`src/design/csc_pkg.sv`:
```
`timescale 1ns / 1ps
// ----------------------------------------------------------------------------
// csc_pkg
// Shared widths, field masks and primary opcode codes for the code signature
// checksum.
// ----------------------------------------------------------------------------
package csc_pkg;

  localparam int unsigned WordW  = 32;
  localparam int unsigned OpW    = 6;
  localparam int unsigned RotAmt = 17;

  localparam logic [WordW-1:0] PrimaryMask = 32'hFC00_0000;
  localparam logic [WordW-1:0] Low6Mask    = 32'h0000_003F;
  localparam logic [WordW-1:0] Mid5Mask    = 32'h0000_07C0;
  localparam logic [WordW-1:0] ImmHiMask   = 32'h03FF_0000;
  localparam logic [WordW-1:0] Low11Mask   = 32'h0000_07FF;

  // primary opcodes with special handling
  localparam logic [OpW-1:0] OpPaired = 6'd4;
  localparam logic [OpW-1:0] OpMulli  = 6'd7;
  localparam logic [OpW-1:0] OpSubfic = 6'd8;
  localparam logic [OpW-1:0] OpImmLo  = 6'd10;
  localparam logic [OpW-1:0] OpImmHi  = 6'd15;
  localparam logic [OpW-1:0] OpMemLo  = 6'd32;
  localparam logic [OpW-1:0] OpMemHi  = 6'd55;
  localparam logic [OpW-1:0] OpBrCr   = 6'd19;
  localparam logic [OpW-1:0] OpInt    = 6'd31;
  localparam logic [OpW-1:0] OpFpD    = 6'd63;
  localparam logic [OpW-1:0] OpFpS    = 6'd59;

  // paired-single sub-opcodes that also keep bits 10:6
  localparam logic [OpW-1:0] PsCmp0   = 6'd0;
  localparam logic [OpW-1:0] PsMr     = 6'd8;
  localparam logic [OpW-1:0] PsNeg    = 6'd16;
  localparam logic [OpW-1:0] PsAdd    = 6'd21;
  localparam logic [OpW-1:0] PsSub    = 6'd22;
  localparam logic [OpW-1:0] FpSLimit = 6'd16;

endpackage

```
`src/design/csc_if.sv`:
```
`timescale 1ns / 1ps
// ----------------------------------------------------------------------------
// csc_in_if / csc_out_if
// Valid/ready request channels for instruction words and checksums.
// ----------------------------------------------------------------------------
interface csc_in_if;
  logic                           valid;
  logic                           ready;
  logic [csc_pkg::WordW-1:0]      instr_word;
  logic                           last_word;

  modport source (output valid, output instr_word, output last_word, input ready);
  modport sink   (input valid, input instr_word, input last_word, output ready);
endinterface

interface csc_out_if;
  logic                           valid;
  logic                           ready;
  logic [csc_pkg::WordW-1:0]      checksum;

  modport source (output valid, output checksum, input ready);
  modport sink   (input valid, input checksum, output ready);
endinterface

```
`src/design/code_signature_checksum.sv`:
```
`timescale 1ns / 1ps
// ----------------------------------------------------------------------------
// code_signature_checksum
// Opcode signature over a run of instruction words: rotate-left-17 and XOR
// of the kept opcode bits, emitted and cleared on the last word.
// ----------------------------------------------------------------------------
// Pipeline: input register, then sum update into the result register.
// Throughput: one word per cycle, set by the sum update loop; a last word
//   stalls while the result register holds an unaccepted checksum.
// Reset: running sum cleared, both pipeline registers empty.
// ----------------------------------------------------------------------------
module code_signature_checksum (
  input  logic             clk_i,
  input  logic             rst_ni,
  csc_in_if.sink           in_i,
  csc_out_if.source        out_o
);

  logic                      s1_vld_q;
  logic [csc_pkg::WordW-1:0] s1_word_q;
  logic                      s1_last_q;
  logic                      s1_adv;

  logic [csc_pkg::WordW-1:0] sum_q, sum_d;
  logic [csc_pkg::WordW-1:0] kept;

  logic                      out_vld_q;
  logic [csc_pkg::WordW-1:0] out_q;
  logic                      out_free;

  csc_mask u_mask (
    .word_i (s1_word_q),
    .kept_o (kept)
  );

  assign out_free = !out_vld_q || out_o.ready;
  assign s1_adv   = s1_vld_q && (!s1_last_q || out_free);
  assign in_i.ready = !s1_vld_q || s1_adv;

  assign sum_d = {sum_q[csc_pkg::WordW-csc_pkg::RotAmt-1:0],
                  sum_q[csc_pkg::WordW-1:csc_pkg::WordW-csc_pkg::RotAmt]} ^ kept;

  always_ff @(posedge clk_i or negedge rst_ni) begin
    if (!rst_ni) begin
      s1_vld_q <= 1'b0;
    end else if (in_i.ready) begin
      s1_vld_q <= in_i.valid;
    end
  end

  always_ff @(posedge clk_i) begin
    if (in_i.ready && in_i.valid) begin
      s1_word_q <= in_i.instr_word;
      s1_last_q <= in_i.last_word;
    end
  end

  always_ff @(posedge clk_i or negedge rst_ni) begin
    if (!rst_ni) begin
      sum_q <= '0;
    end else if (s1_adv) begin
      sum_q <= s1_last_q ? '0 : sum_d;
    end
  end

  always_ff @(posedge clk_i or negedge rst_ni) begin
    if (!rst_ni) begin
      out_vld_q <= 1'b0;
    end else if (out_free) begin
      out_vld_q <= s1_adv && s1_last_q;
    end
  end

  always_ff @(posedge clk_i) begin
    if (s1_adv && s1_last_q) begin
      out_q <= sum_d;
    end
  end

  assign out_o.valid    = out_vld_q;
  assign out_o.checksum = out_q;

endmodule

```
`src/design/csc_mask.sv`:
```
`timescale 1ns / 1ps
// ----------------------------------------------------------------------------
// csc_mask
// Keeps the primary opcode and the class-dependent extended opcode bits of
// one instruction word; operand bits are cleared.
// ----------------------------------------------------------------------------
module csc_mask (
  input  logic [csc_pkg::WordW-1:0] word_i,
  output logic [csc_pkg::WordW-1:0] kept_o
);

  logic [csc_pkg::OpW-1:0]   op;
  logic [csc_pkg::OpW-1:0]   sub;
  logic [csc_pkg::WordW-1:0] ext;
  logic                      is_imm;

  assign op  = word_i[csc_pkg::WordW-1 -: csc_pkg::OpW];
  assign sub = word_i[csc_pkg::OpW-1:0];

  assign is_imm = (op == csc_pkg::OpMulli) || (op == csc_pkg::OpSubfic)
               || ((op >= csc_pkg::OpImmLo) && (op <= csc_pkg::OpImmHi))
               || ((op >= csc_pkg::OpMemLo) && (op <= csc_pkg::OpMemHi));

  always_comb begin
    ext = '0;
    priority if (op == csc_pkg::OpPaired) begin
      ext = word_i & csc_pkg::Low6Mask;
      if ((sub == csc_pkg::PsCmp0) || (sub == csc_pkg::PsMr) || (sub == csc_pkg::PsNeg)
          || (sub == csc_pkg::PsAdd) || (sub == csc_pkg::PsSub)) begin
        ext = ext | (word_i & csc_pkg::Mid5Mask);
      end
    end else if (is_imm) begin
      ext = word_i & csc_pkg::ImmHiMask;
    end else if ((op == csc_pkg::OpBrCr) || (op == csc_pkg::OpInt)
                 || (op == csc_pkg::OpFpD)) begin
      ext = word_i & csc_pkg::Low11Mask;
    end else if (op == csc_pkg::OpFpS) begin
      ext = word_i & csc_pkg::Low6Mask;
      if (sub < csc_pkg::FpSLimit) begin
        ext = ext | (word_i & csc_pkg::Mid5Mask);
      end
    end else begin
      ext = '0;
    end
  end

  assign kept_o = (word_i & csc_pkg::PrimaryMask) | ext;

endmodule

```
`src/flat_wrapper.sv`:
```
// flat-port wrapper written by rule: the top's interface ports become plain ports
module code_signature_checksum_flat 
  (clk_i, rst_ni, in_i_valid, in_i_instr_word, in_i_last_word, in_i_ready, out_o_valid, out_o_checksum, out_o_ready);
  csc_in_if in_i_i ();
  csc_out_if out_o_i ();
  input  logic clk_i;
  input  logic rst_ni;
  input wire logic [$bits(in_i_i.valid)-1:0] in_i_valid;
  input wire logic [$bits(in_i_i.instr_word)-1:0] in_i_instr_word;
  input wire logic [$bits(in_i_i.last_word)-1:0] in_i_last_word;
  output wire logic [$bits(in_i_i.ready)-1:0] in_i_ready;
  output wire logic [$bits(out_o_i.valid)-1:0] out_o_valid;
  output wire logic [$bits(out_o_i.checksum)-1:0] out_o_checksum;
  input wire logic [$bits(out_o_i.ready)-1:0] out_o_ready;
  assign in_i_i.valid = in_i_valid;
  assign in_i_i.instr_word = in_i_instr_word;
  assign in_i_i.last_word = in_i_last_word;
  assign in_i_ready = in_i_i.ready;
  assign out_o_valid = out_o_i.valid;
  assign out_o_checksum = out_o_i.checksum;
  assign out_o_i.ready = out_o_ready;
  code_signature_checksum u_core (.clk_i(clk_i), .rst_ni(rst_ni), .in_i(in_i_i), .out_o(out_o_i));
endmodule
```
`config.mk`:
```
export PLATFORM = sky130hd
export DESIGN_NAME = code_signature_checksum_flat
export DESIGN_NICKNAME = d
export VERILOG_FILES = /design/src/design/csc_pkg.sv /design/src/design/csc_if.sv /design/src/design/code_signature_checksum.sv /design/src/design/csc_mask.sv /design/src/flat_wrapper.sv
export SDC_FILE = /design/constraint.sdc
export NUM_CORES = 1
export LEC_CHECK = 0
export BUFFER_PORTS_ARGS = -buffer_cell sky130_fd_sc_hd__buf_2
export CAP_MARGIN = 20
export CORE_ASPECT_RATIO = 1.75
export CORE_MARGIN = 2
export CORE_UTILIZATION = 29
export CTS_BUF_LIST = sky130_fd_sc_hd__clkbuf_8
export CTS_CLUSTER_DIAMETER = 80
export DETAILED_ROUTE_END_ITERATION = 8
export GPL_ROUTABILITY_DRIVEN = 0
export REMOVE_ABC_BUFFERS = 1
export SLEW_MARGIN = 20
export SYNTH_ARGS = -nofsm -noshare
export SYNTH_HDL_FRONTEND = slang
export SYNTH_HIERARCHICAL = 1
export SYNTH_SLANG_ARGS = --single-unit
```
`constraint.sdc`:
```
create_clock -name clk_i -period 5.6 [get_ports clk_i]
set_clock_uncertainty 0.05 [all_clocks]
set_input_delay 0.28 -clock clk_i [delete_from_list [all_inputs] [get_ports clk_i]]
set_output_delay 0.28 -clock clk_i [all_outputs]
set_load 0.01 [all_outputs]
```
== Word-level counts from Yosys, hierarchy flattened ==
Index checks and enable logic that the tools add are counted.

* $lt $le $gt $ge: 5
* Equality and inequality tests: 11
* Mux-type cells: 7
* Bitwise gates (word level): 3
* Reductions and logical operators: 21

{| class="wikitable"
|+ Operators by type and width
! cell !! number
|-
| two-way mux 32 bit || 6
|-
| bitwise OR 32 bit || 1
|-
| bitwise XOR 32 bit || 1
|-
| == test 6 x 5 -> 1 bit (second input constant) || 5
|-
| == test 6 x 3 -> 1 bit (second input constant) || 2
|-
| == test 6 x 4 -> 1 bit (second input constant) || 2
|-
| == test 6 bit (second input constant) || 2
|-
| logical OR 1 bit || 12
|-
| two-way mux 11 bit || 1
|-
| bitwise OR 6 x 11 -> 11 bit || 1
|-
| greater-or-equal comparator 6 x 4 -> 1 bit (second input constant) || 1
|-
| greater-or-equal comparator 6 bit (second input constant) || 1
|-
| <= comparator 6 x 4 -> 1 bit (second input constant) || 1
|-
| <= comparator 6 bit (second input constant) || 1
|-
| zero test 6 bit || 1
|-
| < comparator 6 x 5 -> 1 bit (second input constant) || 1
|-
| logical AND 1 bit || 5
|-
| zero test 1 bit || 3
|}

* Register bits after elaboration: 99
* Bits of input ports: 37
* Word-level logic and storage cells: 53

== Longest topological paths before layout ==
Gate-level depths: netlist of run 1.

* Word-level depth: 10
* Depth in mapped cells: 6

== By module ==
The synthesis of run 1 kept the hierarchy.

{| class="wikitable"
|+ Modules (own cells, without submodules)
! module !! times used !! cells each !! area each (µm²) !! sequential area each (µm²)
|-
| code_signature_checksum || 1 || 286 || 4247.8 || 2802.7
|-
| csc_mask || 1 || 58 || 409.1 || 0.0
|}

== Least setup slack after synthesis of run 1 ==
No wires, ideal clock.

* Path kind: reg2reg
* From: register u_core.out_vld_q (netlist: u_core/out_o.valid)
* To: register u_core.out_q, in the netlist u_core/out_o.checksum[0] (enable)
* Arrival time: 2.049 ns
* Data required time: 5.129 ns
* Path slack: 3.080 ns
* Cell stages (with the launch flop): 4
* Buffers on the path: 1
* Path through: dfrtp_1 buf_2 nor2b_1 nor2_1

* Word-level cells in the longest chain between the ends: 5

{| class="wikitable"
|+ Ends and longest elaborated chain
! item !! RTL line !! RTL
|-
| start: declaration || code_signature_checksum.sv:27 || <nowiki>logic out_vld_q;</nowiki>
|-
| start signal: assignment || code_signature_checksum.sv:70 || <nowiki>out_vld_q <= s1_adv && s1_last_q;</nowiki>
|-
| zero test 1 bit || code_signature_checksum.sv:36 || <nowiki>assign out_free = !out_vld_q || out_o.ready;</nowiki>
|-
| logical OR 1 bit || code_signature_checksum.sv:36 ||
|-
| logical OR 1 bit || code_signature_checksum.sv:37 || <nowiki>assign s1_adv = s1_vld_q && (!s1_last_q || out_free);</nowiki>
|-
| logical AND 1 bit || code_signature_checksum.sv:37 ||
|-
| logical AND 1 bit || code_signature_checksum.sv:75 || <nowiki>if (s1_adv && s1_last_q) begin</nowiki>
|-
| end signal: assignment || code_signature_checksum.sv:76 || <nowiki>out_q <= sum_d;</nowiki>
|-
| end: declaration || code_signature_checksum.sv:28 || <nowiki>logic [csc_pkg::WordW-1:0] out_q;</nowiki>
|}

Every way passes these cells.
A chain may end at the register's enable or synchronous reset.

== Worst setup path in the final report of run 1 ==
* From: register u_core/s1_word_q[28] in the netlist's numbering
* To: register u_core.out_q, in the netlist u_core/out_o.checksum[19], data pin

* Word-level cells in the longest chain between the ends: 8

{| class="wikitable"
|+ Ends and longest elaborated chain
! item !! RTL line !! RTL
|-
| start: declaration || code_signature_checksum.sv:20 || <nowiki>logic [csc_pkg::WordW-1:0] s1_word_q;</nowiki>
|-
| start signal: assignment || code_signature_checksum.sv:53 || <nowiki>s1_word_q <= in_i.instr_word;</nowiki>
|-
| greater-or-equal comparator 6 x 4 -> 1 bit, or another cell as far along || csc_mask.sv:21 || <nowiki>|| ((op >= csc_pkg::OpImmLo) && (op <= csc_pkg::OpImmHi))</nowiki>
|-
| logical AND 1 bit, or another cell as far along || csc_mask.sv:21 ||
|-
| logical OR 1 bit, on equally long branches || csc_mask.sv:21, csc_mask.sv:35 ||
|-
| logical OR 1 bit or two-way mux 32 bit (tied branches) || csc_mask.sv:22, csc_mask.sv:34 ||
|-
| two-way mux 32 bit || csc_mask.sv:32 || <nowiki>end else if (is_imm) begin</nowiki>
|-
| two-way mux 32 bit (*) || csc_mask.sv:26 || <nowiki>priority if (op == csc_pkg::OpPaired) begin</nowiki>
|-
| bitwise OR 32 bit (*) || csc_mask.sv:47 || <nowiki>assign kept_o = (word_i & csc_pkg::PrimaryMask) | ext;</nowiki>
|-
| named net u_core.kept, one bit || code_signature_checksum.sv:25 || <nowiki>logic [csc_pkg::WordW-1:0] kept;</nowiki>
|-
| bitwise XOR 32 bit (*) || code_signature_checksum.sv:41 || <nowiki>sum_q[csc_pkg::WordW-1:csc_pkg::WordW-csc_pkg::RotAmt]} ^ kept;</nowiki>
|-
| named net u_core.sum_d, one bit || code_signature_checksum.sv:24 || <nowiki>logic [csc_pkg::WordW-1:0] sum_q, sum_d;</nowiki>
|}

The timed path passes the listed nets; every way through them passes the cells marked *.

==> run summary, run 1 <==
The normalized max-slew margin was 28.9%; the instance count of the mapped netlist was 339. Type of element launching the critical path: a flop. For the final routed database, the setup TNS stands at 0 ns. Counting every sink on the clock net gives 94.

Entering global routing, the biggest net connects 36 pins. Once layout is complete, the utilization of the core stands at 33.4%. TritonCTS built the clock tree.

The tools report the total overflow reported by the global router as 0. The clock input transition at the sequential cells of the worst setup and hold paths was 0.10 ns; the cell total after placement was 570. The final max-slew violation count is 0. The die covers 16600 µm². In this run the number of H-tree levels came out at 3. Once the clock tree was built, the setup fixing pass inserted 0 buffers.

The critical path data required time is 5.68 ns, and the via count of the first global-routing pass is 2957. The tools report the fill cell instance count of the final layout as 1578. Setup repair after global routing left no endpoint under its margin. The overall global routing resource usage came out at 12.2%. Of the cells placed in the final design, the portion with a size suffix greater than 1 is 30.1%.

The flow ran to the end, and the final reports show no timing, DRC or antenna violations. Average routed wire per standard cell: 16.5 µm. Counting cells, the worst reg-to-reg path comes to 5. For this run, the detailed router's first-pass iteration total came to 4. The final setup violation count is 0, and the maximum number of buffers from clock root to sink is 2. Via count: 2783. The synthesized netlist occupies a cell area of 4510 µm². The wire length of the first global-routing pass was 15.7 mm.

The worst register-to-register path begins at u_core/s1_word_q[28]$_DFFE_PP_. The run gives 15300 µm² as the placeable core region. The path category of the worst min-delay check was primary input to flop. After synthesis, the mean cell area works out to 13.3 µm².

Compared with the post-synthesis result, the final layout area differs by 13.6%. Period utilization: 46.0%. The number of clock buffers added by TritonCTS is 9. Once the floorplan was initialized, standard cells occupied 29.4% of the core.

The floorplan has 60 rows. From bottom edge to top edge, the die measures 169 µm. After clock tree synthesis, the repair step resized 0 gates. In the final layout, the multi-input gates occupy 1400 µm².

The worst setup path is of the flop to flop kind. The maximum fanout along the worst path works out to 10. In the routed design, unresolved DRC markers number 0.

The reg2reg setup slack was 3.02 ns. In this run the count of I/O pins placed on the die edge is 71. The endpoint of the worst-slack reg-to-reg timing path is u_core/out_o.checksum[19]$_DFFE_PP_. The die width works out to 98.2 µm.

For the source-to-sink clock delay at the later pin of the worst-skew pair, the log shows 0.37 ns. The pin slew with the least headroom to its limit was 1.07 ns; the leakage power was 2.02 nW. The total power per unit cell area was 317 nW/µm². Static timing analysis puts the maximum clock frequency at 0.388 GHz. CTS placed an instance of clkbuf_8 at the clock tree root.

The post-detailed-placement cell area came out at 4920 µm². The tool flagged a number of max-cap violations equal to 0. The count of buffers inserted at the top-level ports was 65. The worst setup path is captured at a flop. The run gives 0 as the number of hold violations in the final report. The launch point of the worst hold path was in_i_instr_word[22]. Number of DRC markers after the initial detailed-route iteration: 267. The total half-perimeter wirelength after legalization and detailed placement is 6.65 mm, and the data arrival time at the worst-slack endpoint is 2.65 ns. The finished cells cover 5120 µm². The number of instances on the worst hold path is 1. In the final layout, flip-flops and latches occupy 2660 µm².

Number of antenna violations at the first check in global routing: 0. Final wirelength: 9.73 mm. In the final design database the tool counted 434 nets.

The count of cells in the finished layout, fillers not included, comes to 588. The destination of the worst hold path was u_core/s1_word_q[22]$_DFFE_PP_. The number of warnings issued by yosys was 6; the total inserted antenna cells was 0. The overall power of the completed layout came out at 1.62 mW. The via-per-instance ratio was 4.73; the number of nets still failing antenna checks after routing was 0. The post-layout minimum cycle time is 2.58 ns, and the worst ir drop on vdd is 0.162 mV.
## state kept, by name (all words and copies together) (netlist names)
| signal | cells |
|---|---|
| u_core/out_o.valid | 1 |
| u_core/out_o.checksum | 32 |
| u_core/sum_q | 32 |
| u_core/s1_vld_q | 1 |
| u_core/s1_word_q | 27 |
| u_core/s1_last_q | 1 |
## worst max-delay path by stage
stage / from / to / slack (ns) / cells after the start
5_1_grt: u_core/s1_word_q[28]$_DFFE_PP_ / u_core/out_o.checksum[20]$_DFFE_PP_ / 2.91 / 5
4_1_cts: u_core/s1_word_q[28]$_DFFE_PP_ / u_core/out_o.checksum[3]$_DFFE_PP_ / 2.88 / 5
2_1_floorplan: u_core/s1_vld_q$_DFFE_PN0P_ / u_core/out_o.checksum[0]$_DFFE_PP_ / 2.20 / 2
6_report: u_core/s1_word_q[28]$_DFFE_PP_ / u_core/out_o.checksum[19]$_DFFE_PP_ / 3.02 / 5
3_5_place_dp: u_core/s1_word_q[28]$_DFFE_PP_ / u_core/out_o.checksum[0]$_DFFE_PP_ / 2.89 / 5
3_3_place_gp: u_core/s1_word_q[28]$_DFFE_PP_ / u_core/out_o.checksum[3]$_DFFE_PP_ / 2.97 / 5
## layer usage
metal	global-route usage, %	vias to the layer above	routed length, µm
met4	5.90	0	254
met2	22.1	70	5380
met3	2.11	16	336
met5	0	-	0
li1	-	1316	-
met1	13.8	1381	3760
## stage by stage
step / hold WS, ns / worst slack, ns
2_1_floorplan: -0.0656 / 2.20
3_5_place_dp: 0.368 / 2.89
6_report: 0.0307 / 3.02
4_1_cts: 0.0125 / 2.88
5_1_grt: 0.000266 / 2.91
3_3_place_gp: 0.369 / 2.97
## power breakdown
part | total, mW | switching [mW] | internal, mW
clock | 0.414 | 0.251 | 0.163
combinational | 0.301 | 0.172 | 0.130
sequential | 0.906 | 0.0675 | 0.839
total | 1.62 | 0.490 | 1.13
## final cells by class
class | instances | area share, %
clock inverters | 7 | 1.03
repair buffers | 73 | 7.58
multi-input cells | 149 | 27.4
inverters | 70 | 5.13
well taps | 186 | 4.55
clock buffers | 9 | 2.42
flip-flops and latches | 94 | 51.9
## what timing repair did
action                                 in CTS  in global routing
hold buffers                                1                  1
setup endpoints to repair                   0                  0
endpoints found under the hold margin      34                  1
## critical path, cell delays in order (launching register included)
cell and delay (ns):
edfxtp_1 0.52, a21o_1 0.23, a221oi_2 0.87, nor3b_1 0.16, xnor2_1 0.41, inv_1 0.09
## layout by cell type, fill, tap and decap left out, drive strengths merged
master and count:
clkinvlp 3, edfxtp 60, nand2b 3, and2 1, a21boi 7, nor2b 1, and4b 1, dlygate4sd3 2
nand3 1, clkinv 2, nor3b 11, nand4 1, xnor2 32, o221ai 32, nand2 2, o21a 1
buf 71, a221oi 6, or4 1, xor2 1, o21bai 1, nand4b 32, and4 1, o21ai 3
a21o 1, clkbuf 9, nor2 3, o211a 1, inv 72, conb 5, dfrtp 34, nor4b 1
No activity file was read; power rests on OpenSTA's default activity.
==> inputs of run 2 (changes only) <==
==> constraint.sdc (replaced) <==
create_clock -name clk_i -period 2.4 [get_ports clk_i]
set_clock_uncertainty 0.05 [all_clocks]
set_input_delay 0.12 -clock clk_i [delete_from_list [all_inputs] [get_ports clk_i]]
set_output_delay 0.12 -clock clk_i [all_outputs]
set_load 0.01 [all_outputs]
==> run summary, run 2 (synthesized netlist as in run 1, its figures left out) <==
The flow ran to the end, and the final reports show no timing, DRC or antenna violations. The total overflow reported by the global router was 0 (unchanged); the total half-perimeter wirelength after legalization and detailed placement was 6.84 mm (+2.8%). The tightest min-delay check is of the primary input to flop type. The highest attainable clock frequency came out at 0.443 GHz (+14%). The run gives 0 (unchanged) as the number of hold violations in the final report. The final-layout worst hold slack is 0.0423 ns (+0.0115 ns), and the pin slew with the least headroom to its limit is 0.837 ns (-0.229 ns). Number of antenna violations at the first check in global routing: 0 (unchanged). The area of all placed cells without fillers was 5450 µm² (+6.5%); the critical path data required time was 2.48 ns (-3.20 ns). The worst setup path is launched from a flop. The final wirelength was 10.3 mm (+5.6%).

The slack of the critical path was 0.145 ns (-2.88 ns); the final layout net count was 468 (+7.8%). The tools report the overall power of the completed layout as 3.80 mW (+130%). The ratio of cells with drive above 1 in the final layout is 28.7% (-1.4 points), and the signed area change from the synthesized netlist to the final layout is 20.9%. The run gives 16.1 mm (+2.3%) as the wire length of the first global-routing pass. The data arrival time at the worst-slack endpoint was 2.33 ns (-0.32 ns); the CTS sink count was 94 (unchanged). The maximum level of the CTS H-tree was 3 (unchanged); the worst reg-to-reg path cell count was 5 (unchanged).

The core occupancy in the finished layout is 35.6% (+2.2 points), and the standard-cell row count is 60 (unchanged). The tools report the normalized max-slew margin as 44.2% (+15 points). The tools report the I/O pin count as 71 (unchanged). For the number of DRC markers after the initial detailed-route iteration, the log shows 259 (-3.0%).

The total CTS buffers was 9 (unchanged); the post-layout minimum cycle time was 2.26 ns (-0.320 ns). The total inserted antenna cells came out at 0 (unchanged). The most common cell after layout, fill and taps aside was inv_1. The overall global routing resource usage was 12.6% (+0.40 points); the number of resized instances in the post-cts repair step was 0 (unchanged). The post-detailed-placement cell area came out at 4980 µm² (+1.2%). The via count came out at 2928 (+5.2%). The tools report the cell total after placement as 576 (+1.1%). The final routed DRC violation total came out at 0 (unchanged).

Final setup violation count: 0 (unchanged). The number of instances on the worst hold path is 3 (+2). The placeable core region came out at 15300 µm² (unchanged). The area enclosed by the die boundary is 16600 µm² (unchanged). The number of nets still failing antenna checks after routing was 0 (unchanged).

The die span in y was 169 µm (unchanged). The tools report the worst ir drop on vdd as 0.302 mV (+87%). The top cell types in the final layout, fill and taps aside, are 71 x inv_1, 65 x buf_2, 60 x edfxtp_1. Period utilization: 94.0% (+48 points).

The maximum number of buffers from clock root to sink came out at 2 (unchanged). The run gives 35 (-2.8%) as the maximum number of pins on one net before global-route repair. The via-per-instance ratio came out at 4.71 (-0.54%). In this run the clock root is driven by a clkbuf_8.

The maximum fanout along the worst path came out at 5 (-5). The count of buffers inserted at the top-level ports is 65 (unchanged). The logs give 0.37 ns (about the same) for the source-to-sink clock delay at the later pin of the worst-skew pair and 29.4% (unchanged) for the starting density of the core. The leakage power is 2.17 nW (+7.3%), and the total power per unit cell area is 698 nW/µm² (+120%).

For the max-capacitance violation count, the log shows 0 (unchanged). The logs give 0 ns (unchanged) for the setup total negative slack and 4 (unchanged) for the length of the first detailed-routing pass in iterations. TritonCTS built the clock tree. The worst setup timing slack at the placement stage came out at 0.158 ns (-2.73 ns).

The clock input transition at the sequential cells of the worst setup and hold paths works out to 0.10 ns (about the same). Setup repair after global routing left no endpoint under its margin. The die width is 98.2 µm (unchanged), and the final standard cell count with taps included and fillers excluded is 622 (+5.8%). The final max-slew violation count came out at 0 (unchanged). STA classifies the critical path endpoint as a flop. The average routed wire per standard cell is 16.5 µm (-0.13%), and the via count of the first global-routing pass is 3011 (+1.8%). The critical path is of the flop to flop type.
==> run 2: cell types whose count changed in the layout (fill, tap and decap cells not counted), sizes merged <==
cell / before / now
buf: 71 / 77
clkinv: 2 / 3
dlygate4sd3: 2 / 30
inv: 72 / 71
==> run 2: timing repair <==
| item | CTS | global route |
|---|---|---|
| hold buffers | 30 | 0 |
| setup buffers | 0 | 0 |
| endpoints found under the hold margin | 63 | 0 |
==> run 2: final cells by class <==
| type | instances | area [µm²] |
|---|---|---|
| multi-input combinational | 149 | 1400 |
| sequential | 94 | 2650 |
| tap | 186 | 233 |
| clock inverter | 7 | 43.8 |
| timing repair buffer | 107 | 728 |
| fill | 1568 | 9870 |
| clock buffer | 9 | 124 |
| inverter | 70 | 263 |
==> run 2: critical path, cell delays in order, from the launching register on <==
cell and delay, ns:
edfxtp_1 0.43, or4_1 0.56, o211a_1 0.30, a221oi_1 0.36
xnor2_1 0.23, inv_1 0.08
==> run 2: power breakdown <==
group / leakage [nW] / switching, mW / internal, mW
clock network: 0.0801 / 0.564 / 0.369
registers: 1.02 / 0.145 / 1.96
logic: 1.07 / 0.424 / 0.342
==> run 2: worst paths after layout <==
| check | slack, ns | endpoint | start |
|---|---|---|---|
| setup / recovery | 0.14 | u_core/out_o.checksum[7]$_DFFE_PP_ | u_core/s1_word_q[1]$_DFFE_PP_ |
| hold / removal | 0.04 | u_core/out_o.valid$_DFFE_PN0P_ | out_o_ready |
| setup reg to reg | 0.14 | u_core/out_o.checksum[7]$_DFFE_PP_ | u_core/s1_word_q[1]$_DFFE_PP_ |
| hold reg to reg | 0.52 | u_core/out_o.valid$_DFFE_PN0P_ | u_core/out_o.valid$_DFFE_PN0P_ |
| max in group asynchronous | 1.39 | u_core/s1_vld_q$_DFFE_PN0P_ | rst_ni |
| min in group asynchronous | 0.33 | u_core/sum_q[1]$_DFFE_PN0P_ | rst_ni |
==> run 2: metal layers <==
layer | global-route usage [%] | part of all wire, % | up-vias
met1 | 13.9 | 39 | 1456
met4 | 5.84 | 2.7 | 0
met3 | 1.73 | 2.4 | 16
met2 | 23.7 | 56 | 73
li1 | - | - | 1383
met5 | 0 | 0 | -
==> inputs of run 3 (changes only) <==
--- a/config.mk
+++ b/config.mk
@@ -8,12 +8,12 @@
 export BUFFER_PORTS_ARGS = -buffer_cell sky130_fd_sc_hd__buf_2
 export CAP_MARGIN = 20
 export CORE_ASPECT_RATIO = 1.75
-export CORE_MARGIN = 2
 export CORE_UTILIZATION = 29
 export CTS_BUF_LIST = sky130_fd_sc_hd__clkbuf_8
 export CTS_CLUSTER_DIAMETER = 80
 export DETAILED_ROUTE_END_ITERATION = 8
 export GPL_ROUTABILITY_DRIVEN = 0
+export GPL_TIMING_DRIVEN = 0
 export REMOVE_ABC_BUFFERS = 1
 export SLEW_MARGIN = 20
 export SYNTH_ARGS = -nofsm -noshare
==> run summary, run 3 (synthesized netlist as in run 1, its figures left out) <==
Length of the first detailed-routing pass in iterations: 4 (unchanged). The source-to-sink clock delay at the later pin of the worst-skew pair is 0.37 ns (about the same). Worst-path cell with the longest stage delay: or4_1.

The top cell types in the final layout, fill and taps aside, are 70 x inv_1, 65 x buf_2, 60 x edfxtp_1. The starting density of the core was 29.9% (+0.50 points); the I/O pin count was 71 (unchanged). Setup repair after global routing left no endpoint under its margin.

The logs give 2.40 ns (+0.07 ns) for the data arrival time at the worst-slack endpoint and 0 (unchanged) for the total overflow reported by the global router. The tightest min-delay check is of the primary input to asynchronous set/reset pin type. The signal on the critical path passes through or4_1 > o211a_1 > a221oi_1 > xnor2_1 > inv_1. The cell sitting at the root of the clock tree is a clkbuf_8.

The placeable core region came out at 15100 µm² (-1.7%). Buffer and inverter count on the worst path: 1 (unchanged). The clock input transition at the sequential cells of the worst setup and hold paths was 0.10 ns (about the same); the die width was 96.2 µm (-2.0%).

The setup total negative slack was 0 ns (unchanged); the ratio of cells with drive above 1 in the final layout was 28.7% (about the same). Count of buffers inserted at the top-level ports: 65 (unchanged). Maximum number of buffers from clock root to sink: 2 (unchanged). The tools report the total CTS buffers as 9 (unchanged).

The tools report the area enclosed by the die boundary as 16100 µm² (-3.2%). The CTS sink count was 94 (unchanged). The nature of the critical path endpoint was a flop. Broken down by cell family, the worst path's largest delay share belongs to compound AO/OA/AOI/OAI gates. TritonCTS built the clock tree.

The wire length of the first global-routing pass came out at 15.7 mm (-2.1%). The maximum fanout along the worst path was 5 (unchanged); the final setup violation count was 0 (unchanged). The run gives 0 (unchanged) as the number of nets still failing antenna checks after routing. The worst setup timing slack at the placement stage was -0.266 ns (-0.424 ns); the delay of the slowest cell on the worst path was 0.54 ns (-0.02 ns). The run gives 461 (-1.5%) as the final layout net count. The number of DRC markers after the initial detailed-route iteration is 222 (-14%).

The overall global routing resource usage was 13.3% (+0.62 points); the area of all placed cells without fillers was 5480 µm² (+0.60%). The run gives 43.3% (-0.87 points) as the normalized max-slew margin. For the relative contribution of combinational cells to total power, the log shows 19.0% (-1.2 points).

The signed area change from the synthesized netlist to the final layout is 21.6%. The period utilization is 96.4% (+2.5 points), and the total power per unit cell area is 719 nW/µm² (+3.0%). The die span in y was 167 µm (-1.2%); the internal power consumption was 2.78 mW (+4.3%).

The tools report the maximum number of pins on one net before global-route repair as 36 (+2.9%). The clock network fraction of total power was 27.0% (+2.5 points); the via count of the first global-routing pass was 2972 (-1.3%). The power spent charging and discharging nets came out at 1.15 mW (+1.8%).

Leakage power: 2.16 nW (-0.29%). The number of hold violations in the final report is 0 (unchanged). The worst setup path is of the flop to flop kind. The run gives 54.0% (-1.3 points) as the relative contribution of sequential cells to total power.

Leaving out fill and tap cells, the most frequent cell in the layout is inv_1. The critical path data required time was 2.48 ns (about the same). The final routed DRC violation total came out at 0 (unchanged). The core occupancy in the finished layout was 36.4% (+0.82 points); the post-layout minimum cycle time was 2.31 ns (+0.0590 ns). Switching share of power: 29.3% (-0.52 points). The via-per-instance ratio was 4.77 (+1.4%).

The via count is 2920 (-0.27%), and the final-layout worst hold slack is 0.335 ns (+0.293 ns). The highest attainable clock frequency was 0.432 GHz (-2.6%); the post-detailed-placement cell area was 4950 µm² (-0.63%). The slack of the critical path is 0.0856 ns (-0.0590 ns), and the number of antenna violations at the first check in global routing is 0 (unchanged).

The tools report the total half-perimeter wirelength after legalization and detailed placement as 6.58 mm (-3.8%). The run gives 0.381 mV (+26%) as the worst ir drop on vdd. Pin slew with the least headroom to its limit: 0.850 ns (+0.0130 ns). The run finished with clean final reports.

The run gives 9.97 mm (-3.0%) as the final wirelength. The max-capacitance violation count was 0 (unchanged). The worst setup path is launched from a flop. The final max-slew violation count was 0 (unchanged); the average routed wire per standard cell was 16.3 µm (-1.5%). For the total inserted antenna cells, the log shows 0 (unchanged).

The maximum level of the CTS H-tree is 3 (unchanged). The standard-cell row count was 59 (-1.7%).
-- run 3: final timing paths --
kind / startpoint / endpoint / slack [ns] / cells after the start
max in group asynchronous: rst_ni / u_core/out_o.valid$_DFFE_PN0P_ / 1.39 / 2
setup reg to reg: u_core/s1_word_q[1]$_DFFE_PP_ / u_core/out_o.checksum[9]$_DFFE_PP_ / 0.09 / 5
hold reg to reg: u_core/sum_q[0]$_DFFE_PN0P_ / u_core/sum_q[0]$_DFFE_PN0P_ / 0.56 / 2
hold / removal: rst_ni / u_core/s1_vld_q$_DFFE_PN0P_ / 0.34 / 2
min in group clk_i: out_o_ready / u_core/out_o.valid$_DFFE_PN0P_ / 0.34 / 3
setup / recovery: u_core/s1_word_q[1]$_DFFE_PP_ / u_core/out_o.checksum[9]$_DFFE_PP_ / 0.09 / 5
-- run 3: what timing repair did --
item	CTS	global route
pin swaps	0	1
resized for setup	3	1
buffers inserted	0	2
endpoints found under the setup margin	42	11
endpoints found under the hold margin	63	0
hold buffers	30	0
-- run 3: cell type report --
cell class	instances	area, µm²
clock buffer	9	124
clock inverter	7	73.8
fill	1533	9580
inverter	70	263
multi-input combinational	149	1430
sequential	94	2660
tap	183	229
timing repair buffer	100	708
-- run 3: stage by stage --
step	power, mW	instances
finish	3.94	612
global route	4.15	612
CTS	3.97	610
detailed placement	2.88	564
global placement	2.83	561
floorplan	2.61	313
-- run 3: power groups by stage --
| stage | Combinational, mW | Sequential [mW] | Clock, mW |
|---|---|---|---|
| floorplan | 0.449 | 2.16 | 0 |
| global placement | 0.658 | 2.17 | 0 |
| detailed placement | 0.715 | 2.16 | 0 |
| CTS | 0.756 | 2.13 | 1.09 |
| global route | 0.825 | 2.15 | 1.17 |
| finish | 0.748 | 2.13 | 1.06 |
-- run 3: worst register-to-register path: cells and delay by family, from the launching register on --
kind | cells | cell delay [ns]
AOI/OAI and AO/OA | 2 | 0.73
and+or+nand+nor | 1 | 0.54
DFF | 1 | 0.45
xor gates and xnor gates | 1 | 0.24
buffers and inverters | 1 | 0.07
-- run 3: per-layer routing --
layer	GRT usage, %	up-vias	share of wire, %
met2	23.0	70	54
li1	-	1372	-
met5	0	-	0
met1	15.4	1468	40
met3	2.51	10	3.9
met4	5.84	0	2.1
